[src/lag_pkg.sv]
// Shared types and constants of the life automaton generation block.
package lag_pkg;

  // Field widths of the stream payloads
  localparam int MODE_W      = 2;
  localparam int FIELD_W     = 6;
  localparam int IN_TDATA_W  = 16;
  localparam int OUT_TDATA_W = 8;

  // Configuration register port
  localparam int CFG_W = 7;
  localparam logic [CFG_W-1:0] CFG_SIZE_RESET = 7'd64;
  localparam logic REG_ROWS    = 1'b0;
  localparam logic REG_COLUMNS = 1'b1;

  // B3/S23 neighbor counts
  localparam logic [3:0] SURVIVE_COUNT = 4'd2;
  localparam logic [3:0] BIRTH_COUNT   = 4'd3;

  // Operation selected by an input transaction
  typedef enum logic [MODE_W-1:0] {
    MODE_WRITE = 2'd0,
    MODE_READ  = 2'd1,
    MODE_STEP  = 2'd2,
    MODE_NONE  = 2'd3
  } mode_t;

  // Controller states
  typedef enum logic [2:0] {
    ST_IDLE,
    ST_CELL_RD,
    ST_CELL_UPD,
    ST_STEP,
    ST_RESULT
  } state_t;

  // Controller to datapath commands
  typedef struct packed {
    logic latch_req;
    logic step_start;
    logic cell_read;
    logic cell_update;
    logic step_run;
    logic flip_bank;
    logic load_result;
  } cmd_t;

  // Datapath to controller status
  typedef struct packed {
    mode_t in_mode;
    logic  step_done;
    logic  out_free;
  } status_t;

endpackage

[src/lag_ctrl.sv]
// Controller state machine: sequences cell accesses and generation steps.
module lag_ctrl
  import lag_pkg::*;
(
  input  logic    clk,
  input  logic    rst_n,
  input  logic    in_tvalid,
  output logic    in_tready,
  input  status_t status,
  output cmd_t    cmd
);

  state_t state_r;
  state_t state_nxt;

  // State register
  always_ff @(posedge clk) begin
    if (!rst_n) begin
      state_r <= ST_IDLE;
    end else begin
      state_r <= state_nxt;
    end
  end

  // Next state
  always_comb begin
    state_nxt = state_r;
    case (state_r)
      ST_IDLE: begin
        if (in_tvalid) begin
          case (status.in_mode)
            MODE_WRITE: state_nxt = ST_CELL_RD;
            MODE_READ:  state_nxt = ST_CELL_RD;
            MODE_STEP:  state_nxt = ST_STEP;
            default:    state_nxt = ST_RESULT;
          endcase
        end
      end
      ST_CELL_RD:  state_nxt = ST_CELL_UPD;
      ST_CELL_UPD: state_nxt = ST_RESULT;
      ST_STEP: begin
        if (status.step_done) begin
          state_nxt = ST_RESULT;
        end
      end
      ST_RESULT: begin
        if (status.out_free) begin
          state_nxt = ST_IDLE;
        end
      end
      default: state_nxt = ST_IDLE;
    endcase
  end

  // Outputs
  always_comb begin
    in_tready = 1'b0;
    cmd       = '0;
    case (state_r)
      ST_IDLE: begin
        in_tready      = 1'b1;
        cmd.latch_req  = in_tvalid;
        cmd.step_start = in_tvalid && (status.in_mode == MODE_STEP);
      end
      ST_CELL_RD:  cmd.cell_read = 1'b1;
      ST_CELL_UPD: cmd.cell_update = 1'b1;
      ST_STEP: begin
        cmd.step_run  = 1'b1;
        cmd.flip_bank = status.step_done;
      end
      ST_RESULT:   cmd.load_result = status.out_free;
      default: begin
        in_tready = 1'b0;
      end
    endcase
  end

endmodule

[config.mk]
export PLATFORM = sky130hd
export DESIGN_NAME = lag_ctrl
export DESIGN_NICKNAME = d
export VERILOG_FILES = /design/src/lag_pkg.sv /design/src/lag_ctrl.sv
export SDC_FILE = /design/constraint.sdc
export NUM_CORES = 1
export LEC_CHECK = 0
export BUFFER_PORTS_ARGS = -buffer_cell sky130_fd_sc_hd__buf_4
export CORE_AREA = 2 2 39 41
export CTS_CLUSTER_SIZE = 14
export DETAILED_ROUTE_END_ITERATION = 6
export DIE_AREA = 0 0 41 43
export PLACE_DENSITY = 0.41
export REMOVE_ABC_BUFFERS = 1
export SYNTH_ARGS = -nofsm -noshare
export SYNTH_HDL_FRONTEND = slang
export SYNTH_SLANG_ARGS = --single-unit
[constraint.sdc]
create_clock -name clk -period 1.5 [get_ports clk]
set_input_delay 0.15 -clock clk [delete_from_list [all_inputs] [get_ports clk]]
set_output_delay 0.15 -clock clk [all_outputs]
set_load 0.005 [all_outputs]
Yosys cells after proc, flatten, opt, wreduce, memory -nomap -nowiden
Index checks and enable logic that the tools add are counted.
Widths: inputs -> output; s select.
- equal/unequal tests: 9
- mux-type cells: 11
- reduce and logical (&&, ||, !) cells: 5
- operators by type and width (kind ; count):
    $pmux 3 s5 ; 1
    $mux 3 ; 3
    $eq 3x2->1 const B ; 2
    $ne 2x2->1 const B ; 3
    $pmux 3 s2 ; 1
    $mux 1 ; 4
    $mux 2 ; 2
    $eq 3x1->1 const B ; 1
    $eq 3x3->1 const B ; 1
    $logic_not 3->1 ; 1
    $reduce_and 3->1 ; 1
    $eq 2x1->1 const B ; 1
    $eq 2x2->1 const B ; 1
    $logic_not 2->1 ; 1
    $reduce_or 2->1 ; 1
    $logic_and 1x1->1 ; 1
- bits in registers: 3
- bits of input ports: 7
- output and inout bits: 8
- logic and storage cells: 26

Longest topological paths before layout
- word-level depth: 5
- gate-level depth with buffers: 4
- gate-level depth less buffers: 3

Worst setup path before layout
No wires, ideal clock.
- path kind: register -> register
- from: reg state_r[2]
- to: reg state_r[0]
- setup time: 70 ps
- arrival: 993 ps
- required time: 1430 ps
- slack: 437 ps
- cell stages (with the launch flop): 5
- buffers on the path: 1
- clock period less this slack: 1063 ps
- path through: dfxtp_1 -> buf_6 -> nor4b_4 -> or3b_1 -> a21oi_1
- word-level cells in the longest chain between the ends: 3
- elaborated cells between the ends (all ways): 10
- classes of those cells: 7 x eq/ne; 1 x mux; 2 x reduce/logical
- RTL lines (element ; line ; text):
    start, declared ; lag_ctrl.sv:13 ; state_t state_r;
    start signal, assigned ; lag_ctrl.sv:21 ; state_r <= state_nxt;
    $eq 3x2->1 (tied with other cells) ; lag_ctrl.sv:28 ; case (state_r)
    $ne 2x2->1 (no source line) ; - ;
    $reduce_and 3->1 (no source line) ; - ;
Several ways; a longest one is shown, not always the timed one.
A chain may end at the register's enable or synchronous reset.

==> run_results.csv <==
group,metric,value,unit
outcome,status,"complete, no violations",
synth,synth_seq_cells,3,
finish,synthToLayoutAreaGrowth,50.5,%
timing,setup_tns,0,ps
cts,cts_tree,"done",
cts,cts_max_path_buffers,2,
finish,largest_reg_flops,3,
placement,io_buffers,14,
finish,fillCellCount,158,
timing,drv_slew,0,
cts,cts_max_level,1,
global_route,grt_antenna_before_repair,0,
die,die_width,41,um
global_route,overflow,0,
timing,timing.fmax,724,MHz
timing,clock_skew,1.11,ps
die,ios,15,
cts,clkTransAtPathRegs,40,ps
cts,root_buffer,"clkbuf_4",
placement,gp_congestion,0.621,
finish,largest-register,"state_r",
timing,rsz0062_at_grt,"no",
die,start_util,19.0,%
placement,post-place-ws,240,ps
setup_path,end_kind,"output pin",
timing,worst_slack,119,ps
die,rows,14,
setup_path,cp_data_arrival_time,1230,ps
finish,top_regs,"state_r: 3 flops",
global_route,track_usage,8.62,%
setup_path,crit_start,"state_r[1]",
synth,yosysWarnings,0,
die,placeableCoreArea,1380,um2
finish,drive_gt1_share,44.7,%
pwr,peakVddDrop,828,uV
detailed_routing,wl,623,um
setup_path,r2r_start,"state_r[1]",
detailed_routing,drt_iter0_markers,13,
setup_path,r2r_slack,160,ps
detailed_routing,route.vias.total,272,
timing,max_slew_margin,73.5,%
synth,ys_types,19,
synth,ys_seq_area_share,22.9,%
run,drv_cap,0,
detailed_routing,ant_nets,0,
detailed_routing,via_per_inst,4.32,
finish,multi_input_area,179,um2
timing,setup_viol,0,
timing,finalHoldViolations,0,
finish,diodes,0,
detailed_routing,wl_per_cell,9.89,um
setup_path,cp-endpoint,"cmd[1]",
setup_path,worstSetupStartpointType,"register",
timing,period_share,92.1,%
timing,layout_min_cycle_time,1380,ps
global_route,grt_max_degree,10,
global_route,grt_pass1_wl,979,um
placement,dp_hpwl,472,um
synth,syn_area,263,um2
pwr,power_leakage,0.183,nW
setup_path,reg2reg_to,"state_r[0]",
cts,worstSkewPairLatency,230,ps
finish,seq_area,61.3,um2
synth,syn_avg_cell_area,8.21,um2
setup_path,reg2reg_depth,3,
finish,fin_nets,55,
detailed_routing,drt_first_pass_iters,4,
die,die_h,43,um
pwr,pwr_density_cell,1680,nW/um2
synth,synth_cells,32,
detailed_routing,route.detailed.drc,0,
worst_hold_path,hp-class,"primary input to register",
setup_path,cp_max_fo,8,
cts,clock-sinks,3,
global_route,grt_pass1_vias,239,
timing,worstMarginPinSlew,391,ps
cts,cts.hold.buffers_added,0,
setup_path,criticalPathCategory,"register to output pin",
die,dieArea,1760,um2
cts,cts_made_buffers,3,
setup_path,critical_path_required,1350,ps
==> timing repair <==
action / CTS / global route
buffers inserted: 0 / 0
endpoints found under the setup margin: 0 / 1
gates resized for setup: 0 / 2
==> worst max-delay path, cell delays in order (launching register included) <==
cell and delay [ps]:
dfxtp_1 550, nand2_1 90, nor2_1 120, and2_1 140
buf_4 100
==> stage by stage <==
| step | util (%) | power (mW) | hold WS, ps | instance area (um2) | cells |
|---|---|---|---|---|---|
| CTS | 28.0 | 0.652 | 146 | 388 | 63 |
| global placement | 26.1 | 0.515 | 391 | 362 | 59 |
| detailed placement | 26.1 | 0.505 | 389 | 362 | 59 |
| global route | 28.6 | 0.734 | 153 | 395 | 63 |
| floorplan | - | 0.353 | 283 | 236 | 29 |
| finish | 28.6 | 0.662 | 151 | 395 | 63 |
==> cell families after synthesis <==
kind of cell           synth area share [%]
AND/OR/NAND/NOR                        54.3
AO/OA/AOI/OAI                          11.4
buffers and inverters                  11.4
flip-flops                             22.9
==> Yosys cell counts (all sizes together) <==
library cell / instances / share of area (%)
a21oi: 4 / 7.6
and2: 2 / 4.8
and3: 1 / 2.4
buf: 3 / 10
dfxtp: 3 / 23
inv: 1 / 1.4
nand2: 4 / 5.7
nand3b: 1 / 2.9
nor2: 2 / 2.9
nor2b: 1 / 2.4
nor3: 4 / 9.5
nor3b: 1 / 2.9
nor4: 1 / 4.8
nor4b: 1 / 9.0
nor4bb: 1 / 3.8
o211a: 1 / 3.8
or3b: 1 / 3.3
==> layout by cell type, fill, tap and decap left out, drive strengths merged, types with 2 or more instances in the layout <==
cell type,count
a21oi,4
and2,2
buf,14
clkbuf,4
dfxtp,3
nand2,4
nor2,2
nor3,4
==> how the worst min path moves through the flow <==
stage / from / to / slack (ps) / cells past startpoint
global placement: rst_n / state_r[2] / 390 / 2
global route: rst_n / state_r[2] / 150 / 2
detailed placement: rst_n / state_r[2] / 390 / 2
CTS: rst_n / state_r[2] / 150 / 2
finish: rst_n / state_r[2] / 150 / 2
floorplan: rst_n / state_r[2] / 280 / 1
==> routing by layer <==
layer  track usage, %  part of all wire (%)
met1             10.9                    46
met2             10.6                    45
met3             4.71                   8.3
met4             6.00                     0
met5                0                     0
==> power breakdown <==
part / internal [mW] / switching, mW / total (mW) / leakage [nW]
clock: 0.0996 / 0.0398 / 0.139 / 0.0150
combinational: 0.191 / 0.125 / 0.316 / 0.143
sequential: 0.113 / 0.0932 / 0.207 / 0.0251
total: 0.404 / 0.258 / 0.662 / 0.183
==> layout make-up <==
class | count | share of cell area (%)
clock buffers | 4 | 6.65
inverters | 1 | 0.949
multi-input cells | 25 | 45.3
flip-flops and latches | 3 | 15.5
well taps | 16 | 5.06
repair buffers | 14 | 26.6
(Power assumes the default switching activity.)
